==> src/design/dscsd_pkg.sv <==
package dscsd_pkg;

  // Default sizes of the dictionary.
  localparam int NUM_WORDS_DEF  = 8192;
  localparam int WORD_SLOTS_DEF = 32;

  // Field widths.
  localparam int FUNC_W  = 2;
  localparam int SYM_W   = 16;
  localparam int POS_W   = 5;
  localparam int BYTE_W  = 8;
  localparam int LEN_W   = 6;
  localparam int COUNT_W = 14;

  // Function codes.
  localparam logic [FUNC_W-1:0] FN_LOAD    = 2'd0;
  localparam logic [FUNC_W-1:0] FN_DECODE  = 2'd1;
  localparam logic [FUNC_W-1:0] FN_RESTART = 2'd2;

  // Control bytes of the case/space scheme.
  localparam logic [BYTE_W-1:0] CTL_NOSPACE    = 8'd1;
  localparam logic [BYTE_W-1:0] CTL_CAPS_ALL   = 8'd2;
  localparam logic [BYTE_W-1:0] CTL_CAPS_FIRST = 8'd3;
  localparam logic [BYTE_W-1:0] CTL_LITERAL    = 8'd4;

  // Character codes.
  localparam logic [BYTE_W-1:0] CH_LOWER_A = 8'h61;
  localparam logic [BYTE_W-1:0] CH_LOWER_Z = 8'h7a;
  localparam logic [BYTE_W-1:0] CH_UPPER_A = 8'h41;
  localparam logic [BYTE_W-1:0] CH_SPACE   = 8'h20;

  typedef struct packed {
    logic [FUNC_W-1:0] func;
    logic [SYM_W-1:0]  symbol;
    logic [POS_W-1:0]  position;
    logic [BYTE_W-1:0] load_byte;
    logic              load_last;
  } in_t;

  typedef struct packed {
    logic [BYTE_W-1:0] out_byte;
    logic              byte_valid;
    logic              bad_symbol;
    logic              last;
  } out_t;

  // Controller to datapath commands.
  typedef struct packed {
    logic load;       // store the input byte (and length on the final byte)
    logic restart;    // clear the case/space state
    logic bad;        // emit the invalid-symbol result
    logic dec;        // capture the word base address
    logic len_latch;  // capture the word length read from memory
    logic issue;      // read the next word byte
    logic finish;     // emit the final result of the decode
  } dp_cmd_t;

  // Datapath to controller status.
  typedef struct packed {
    logic bad;   // the input symbol is not a valid entry
    logic more;  // word bytes remain to be read
    logic rv;    // a read byte is in flight to the case/space machine
  } dp_sts_t;

endpackage

==> src/design/dscsd_ctrl.sv <==
module dscsd_ctrl (
  input  logic                         clk,
  input  logic                         rst_n,
  input  logic                         start,
  input  logic [dscsd_pkg::FUNC_W-1:0] func,
  input  dscsd_pkg::dp_sts_t           sts,
  output dscsd_pkg::dp_cmd_t           cmd,
  output logic                         busy
);

  localparam logic [1:0] S_IDLE = 2'd0;
  localparam logic [1:0] S_LEN  = 2'd1;
  localparam logic [1:0] S_WALK = 2'd2;

  logic [1:0] state_r;
  logic [1:0] state_nxt;

  always_comb begin
    cmd       = '0;
    state_nxt = state_r;
    case (state_r)
      S_IDLE: begin
        if (start) begin
          case (func)
            dscsd_pkg::FN_LOAD: begin
              cmd.load = 1'b1;
            end
            dscsd_pkg::FN_DECODE: begin
              if (sts.bad) begin
                cmd.bad = 1'b1;
              end else begin
                cmd.dec   = 1'b1;
                state_nxt = S_LEN;
              end
            end
            dscsd_pkg::FN_RESTART: begin
              cmd.restart = 1'b1;
            end
            default: begin
            end
          endcase
        end
      end
      S_LEN: begin
        cmd.len_latch = 1'b1;
        state_nxt     = S_WALK;
      end
      S_WALK: begin
        if (sts.more) begin
          cmd.issue = 1'b1;
        end else if (!sts.rv) begin
          cmd.finish = 1'b1;
          state_nxt  = S_IDLE;
        end
      end
      default: begin
        state_nxt = S_IDLE;
      end
    endcase
  end

  always_ff @(posedge clk) begin
    if (!rst_n) begin
      state_r <= S_IDLE;
    end else begin
      state_r <= state_nxt;
    end
  end

  assign busy = (state_r != S_IDLE);

endmodule

==> config.mk <==
export PLATFORM = sky130hd
export DESIGN_NAME = dscsd_ctrl
export DESIGN_NICKNAME = d
export VERILOG_FILES = /design/src/design/dscsd_pkg.sv /design/src/design/dscsd_ctrl.sv
export SDC_FILE = /design/constraint.sdc
export NUM_CORES = 1
export LEC_CHECK = 0
export ABC_AREA = 1
export BUFFER_PORTS_ARGS = -buffer_cell sky130_fd_sc_hd__buf_2
export CAP_MARGIN = 10
export CORE_AREA = 10 10 47 49
export CTS_BUF_LIST = sky130_fd_sc_hd__clkbuf_8
export CTS_CLUSTER_DIAMETER = 150
export DETAILED_ROUTE_END_ITERATION = 8
export DIE_AREA = 0 0 57 59
export GPL_TIMING_DRIVEN = 0
export PLACE_DENSITY_LB_ADDON = 0.15
export SLEW_MARGIN = 20
export SYNTH_ARGS = -nofsm -noshare
export SYNTH_HDL_FRONTEND = slang
export SYNTH_SLANG_ARGS = --single-unit
==> constraint.sdc <==
create_clock -name clk -period 1.07 [get_ports clk]
set_input_delay 0.0535 -clock clk [delete_from_list [all_inputs] [get_ports clk]]
set_output_delay 0.0535 -clock clk [all_outputs]
set_load 0.05 [all_outputs]
==> results of run 1 <==
layer usage:
layer  share of wire (%)  global-route usage (%)  vias up
li1                    -                       -      126
met1                  40                   3.088       98
met2                  42                   4.651       14
met3                  17                   4.077        0
met4                   0                   2.013        0
met5                   0                       0        -
worst paths after layout:
path         cells past startpoint  slack (ns)         end        from
min                              3        0.08  state_r[0]       rst_n
min reg2reg                      2        0.51  state_r[1]  state_r[0]
max                              4       -0.06      cmd[6]  state_r[0]
max reg2reg                      3        0.31  state_r[0]  state_r[0]
critical path, stage by stage, from the launching register on:
cell	delay, ns
dfxtp_2	0.33
nor2_4	0.17
nand2_4	0.07
nor3_4	0.12
buf_6	0.18
cell type report:
type                       instances  area (sq um)
buffer                             1         7.507
clock buffer                       3         41.29
fill                             160          1001
inverter                          11         41.29
multi-input combinational         18         117.6
sequential                         2         42.54
tap                               16         20.02
timing repair buffer              16         130.1
kinds of logic after synthesis:
group,Yosys count,share of synthesized area (%)
DFF,2,23.53
AOI/OAI and AO/OA,1,2.938
buffers and inverters,12,28.68
and+or+nand+nor,17,44.85
metrics by stage:
step           total power, mW  worst slack [ns]   TNS, ns
2_1_floorplan           0.1313           -0.1648   -0.3297
3_3_place_gp            0.1581          -0.03943  -0.03943
3_5_place_dp            0.1576          -0.02063  -0.02063
4_1_cts                 0.4678          -0.07230   -0.2744
5_1_grt                 0.4886           -0.1102   -0.5289
6_report                0.4633          -0.05955   -0.1534
cells in the final DEF (no fill, tap or decap):
cell type  Yosys  routed
inv_1         11       8
buf_2          0       8
nand2_1        7       6
nor2_2         2       6
buf_6          0       6
inv_2          0       3
clkbuf_8       0       3
buf_4          1       2
dfxtp_2        0       2
nor2_4         0       1
nand2_4        0       1
nand3_2        0       1
nor3_4         0       1
a21oi_1        1       1
nor2_1         6       1
buf_8          0       1
synthesized netlist by cell type:
master    n
inv_1    11
dfxtp_1   2
nand2_1   7
nor2_2    2
buf_4     1
nor3_2    1
a21oi_1   1
nand3_1   1
nor2_1    6
power by group:
| group | leakage [nW] | internal, mW | total (mW) | switching (mW) |
|---|---|---|---|---|
| Combinational | 0.186 | 0.0364 | 0.0959 | 0.0595 |
| Sequential | 0.0172 | 0.0769 | 0.0785 | 0.00164 |
| Clock | 0.0216 | 0.237 | 0.289 | 0.0517 |
repair_timing:
action                                  CTS  global route
pin swaps                                 2             1
endpoints found under the setup margin    7             7
setup buffers                             0             1
gates resized for setup                  15            12
==> impl_metrics.env, run 1 <==
export IMPL_dpl_instance_area_sq_um=276.5
export IMPL_wl_per_cell_microns=8.104
export IMPL_rsz0062_at_grt="yes"
export IMPL_drc=0
export IMPL_synth_area_leaders="inv_1 24%, dfxtp_1 24%, nand2_1 15%"
export IMPL_firstDrtPassIters=2
export IMPL_yosys_warnings=0
export IMPL_final_setup_worst_slack_ns=-0.05955
export IMPL_root_buffer="clkbuf_8"
export IMPL_largest_reg_flops=2
export IMPL_setup_viol=5
export IMPL_cts_buffer_depth=2
export IMPL_end_kind="primary output"
export IMPL_p_per_area_nw_per_um2=1157
export IMPL_relSlewSlack_pct=83.44
export IMPL_overflow=0
export IMPL_tightest_slew_ns=0.2501
export IMPL_drv_slew=0
export IMPL_grt_pass1_vias=237
export IMPL_fp_dieH_microns=59
export IMPL_worst_skew_pair_late_latency_ns=0.21
export IMPL_via_per_inst=3.552
export IMPL_syn_cell_area_sq_um=170.2
export IMPL_grt_pass1_wl_microns=924
export IMPL_synth_avg_cell_area_sq_um=5.318
export IMPL_synth_top_area_cell="inv_1"
export IMPL_status="finished with violations"
export IMPL_holdBufCountCts=0
export IMPL_finClkSkew_ns=0.002759
export IMPL_violations="negative setup slack"
export IMPL_final_instance_count_excl_fill=67
export IMPL_num_vias=238
export IMPL_crit_fanout=4
export IMPL_die_x_microns=57
export IMPL_rows=14
export IMPL_ir_worst_vdd_mv=0.4924
export IMPL_htreeDepth=1
export IMPL_numCtsBuffers=3
export IMPL_antenna_found_initial=0
export IMPL_ant_nets=0
export IMPL_diodes=0
export IMPL_stdcell_area_sq_um=400.4
export IMPL_syn_to_final_growth_pct=135.3
export IMPL_grt_usage_pct=3.500
export IMPL_totalWireLength_microns=543
export IMPL_worst_hold_slack_ns=0.08104
export IMPL_fp_coreArea_sq_um=1401
export IMPL_syn_num_nets=40
export IMPL_gp_congestion=0.5941
export IMPL_regMostFlops="state_r"
export IMPL_drive_above_1_share_pct=68.63
export IMPL_drv_cap=0
export IMPL_initial_core_util_pct=12.14
export IMPL_dp_cells=63
export IMPL_synth_top_area_share_pct=24.26
export IMPL_path_clk_slew_ns=0.02
export IMPL_worstSetupPathType="register to primary output"
export IMPL_port_buffers=15
export IMPL_min_period_ns=1.130
export IMPL_max_freq_mhz=885.3
export IMPL_cp_arrival_ns=1.08
export IMPL_grt_max_degree=5
export IMPL_io_pins=16
export IMPL_synth_seq_area_share_pct=23.53
export IMPL_cts_sinks=2
export IMPL_cts_tree="yes"
export IMPL_die_area_sq_um=3363
export IMPL_startpoint_type="register"
export IMPL_hp_class="input port to register"
export IMPL_min_period_over_period_pct=105.6
export IMPL_required_ns=1.02
export IMPL_hold_viol_final=0
export IMPL_drtIter0Drc=3
export IMPL_nNetsFinal=61
export IMPL_largestRegisters="state_r (2)"
export IMPL_utilization_pct=28.57
export IMPL_leakagePower_nw=0.2250
export IMPL_hpwl_microns=478.1
export IMPL_synth_cell_types=9
export IMPL_syn_inst=32
export IMPL_synth_seq_cells=2
(Power assumes the default switching activity.)
==> run 2, diff against run 1 <==
--- a/config.mk
+++ b/config.mk
@@ -14,7 +14,7 @@
 export DETAILED_ROUTE_END_ITERATION = 8
 export DIE_AREA = 0 0 57 59
 export GPL_TIMING_DRIVEN = 0
-export PLACE_DENSITY_LB_ADDON = 0.15
+export PLACE_DENSITY = 0.37
 export SLEW_MARGIN = 20
 export SYNTH_ARGS = -nofsm -noshare
 export SYNTH_HDL_FRONTEND = slang
==> run 2 against run 1 <==
The flow still finishes with violations (negative setup slack); non-clock buffer count fell by 1; clock skew decreased by 0.00061 ns; sequential power about the same; clock power up 2%; count of clock-buffer cells in the layout stayed put; register-to-register slack about the same; via count fell by 4.2%; sequential cell count did not move; cell count decreased by 1.5%; design area decreased by 6.6%; sequential share of layout area is 0.75 points higher; critical path type unchanged; largest cell class unchanged.
==> impl_metrics.env, run 2 (same netlist as run 1, synthesis figures left out) <==
export IMPL_wl_met3_microns=69
export IMPL_largestRegisters="state_r (2)"
export IMPL_timing_critical_path_buf_inv=1
export IMPL_antenna_found_initial=0
export IMPL_via_per_inst=3.455
export IMPL_syn_to_final_growth_pct=119.9
export IMPL_rows=14
export IMPL_layout_commonest_cell="inv_1"
export IMPL_drt_met1_wl_microns=203
export IMPL_top_layer_used="met3"
export IMPL_die_x_microns=57
export IMPL_ant_nets=0
export IMPL_num_vias=228
export IMPL_cts_tree="yes"
export IMPL_crit_fanout=4
export IMPL_grt_max_degree=5
export IMPL_wl_per_cell_microns=8.485
export IMPL_drive_above_1_share_pct=56.00
export IMPL_wl_met2_microns=287
export IMPL_end_kind="primary output"
export IMPL_status="finished with violations"
export IMPL_firstDrtPassIters=2
export IMPL_cpPeakStageDelay_ns=0.32
export IMPL_path_cells="nor2_4 > nand2_2 > nor3_4 > buf_6"
export IMPL_grt_usage_pct=4.357
export IMPL_postCtsSetupRepairBufs=0
export IMPL_max_freq_mhz=895.0
export IMPL_root_buffer="clkbuf_8"
export IMPL_diodes=0
export IMPL_startpoint_type="register"
export IMPL_crit_family="simple AND/OR/NAND/NOR gates"
export IMPL_hold_viol_final=0
export IMPL_power_total_uw=463.4
export IMPL_drtIter0Drc=1
export IMPL_required_ns=1.02
export IMPL_relSlewSlack_pct=83.47
export IMPL_min_period_ns=1.117
export IMPL_grt_pass1_vias=276
export IMPL_p_per_area_nw_per_um2=1239
export IMPL_holdBufCountCts=0
export IMPL_cts_sinks=2
export IMPL_final_cell_mix="11 x inv_1, 8 x buf_2, 7 x buf_6"
export IMPL_hp_class="input port to register"
export IMPL_initial_core_util_pct=12.14
export IMPL_fp_dieH_microns=59
export IMPL_path_clk_slew_ns=0.03
export IMPL_cp_arrival_ns=1.06
export IMPL_cts_buffer_depth=2
export IMPL_drc=0
export IMPL_leakagePower_nw=0.2195
export IMPL_gp_congestion=0.6433
export IMPL_hpwl_microns=489.6
export IMPL_overflow=0
export IMPL_min_period_over_period_pct=104.4
export IMPL_rsz0062_at_grt="yes"
export IMPL_violations="negative setup slack"
export IMPL_min_from="rst_n"
export IMPL_final_setup_worst_slack_ns=-0.04732
export IMPL_grt_pass1_wl_microns=1083
export IMPL_worst_skew_pair_late_latency_ns=0.21
export IMPL_hold_end="state_r[1]"
export IMPL_r2r_slack_ns=0.32
export IMPL_io_pins=16
export IMPL_setup_viol=6
export IMPL_port_buffers=15
export IMPL_die_area_sq_um=3363
export IMPL_htreeDepth=1
export IMPL_finClkSkew_ns=0.002151
export IMPL_drv_cap=0
export IMPL_tightest_slew_ns=0.2497
export IMPL_fp_coreArea_sq_um=1401
export IMPL_ir_worst_vdd_mv=0.5464
export IMPL_min_path_cells=3
export IMPL_largest_reg_flops=2
export IMPL_reg2reg_from="state_r[1]"
export IMPL_rr_worst_depth=3
export IMPL_cp_slowest_cell="dfxtp_2"
export IMPL_nNetsFinal=60
export IMPL_totalWireLength_microns=560
export IMPL_r2r_end="state_r[0]"
export IMPL_worstSetupPathType="register to primary output"
export IMPL_drv_slew=0
export IMPL_stdcell_area_sq_um=374.1
export IMPL_dpl_instance_area_sq_um=276.5
export IMPL_regMostFlops="state_r"
export IMPL_numCtsBuffers=3
run 2: cell types whose count changed in the layout (fill, tap and decap cells not counted), sizes merged:
cell and change:
buf -1
run 2: what timing repair did:
action	CTS	global route
pin swaps	3	0
cloned	0	0
endpoints found under the setup margin	7	7
gates resized for setup	16	3
run 2: layer usage:
layer,global-route usage [%],vias to the layer above
met2,6.202,11
met4,5.034,0
met5,0,-
met1,3.310,93
met3,3.863,0
li1,-,124
run 2: through the flow:
step | std cells | setup TNS [ns] | worst slack (ns) | utilization, % | hold slack, ns
floorplan | 32 | -0.3297 | -0.1648 | - | 0.1707
global placement | 63 | -0.02692 | -0.02692 | 19.73 | 0.2947
detailed placement | 63 | -0.03108 | -0.03108 | 19.73 | 0.3031
CTS | 66 | -0.3007 | -0.07103 | 25.98 | 0.07672
global route | 66 | -0.6728 | -0.1268 | 26.70 | 0.09897
finish | 66 | -0.1389 | -0.04732 | 26.70 | 0.08109
run 2: worst register-to-register path, delay by kind of cell, from the launching register on:
family | cells | cell delay (ns)
and+or+nand+nor | 3 | 0.35
DFF | 1 | 0.32
run 2: worst max path at each step:
stage	start	end	depth (start not counted)
6_report	state_r[1]	cmd[6]	4
3_5_place_dp	state_r[0]	cmd[6]	4
2_1_floorplan	state_r[1]	cmd[0]	4
5_1_grt	state_r[1]	cmd[6]	4
4_1_cts	state_r[1]	cmd[6]	4
3_3_place_gp	state_r[0]	cmd[6]	4
run 2: area by class of cell:
class	instances	area, sq um
Fill cell	165	1027
Sequential cell	2	42.54
Clock buffer	3	41.29
Tap cell	16	20.02
Timing Repair Buffer	15	118.9
Multi-Input combinational cell	18	102.6
Inverter	11	41.29
Buffer	1	7.507
run 2: power breakdown:
group	leakage [nW]	internal, mW	switching, mW
clock	0.0216	0.238	0.0582
sequential	0.0172	0.0768	0.00154
combinational	0.181	0.0329	0.0561
total	0.219	0.347	0.116
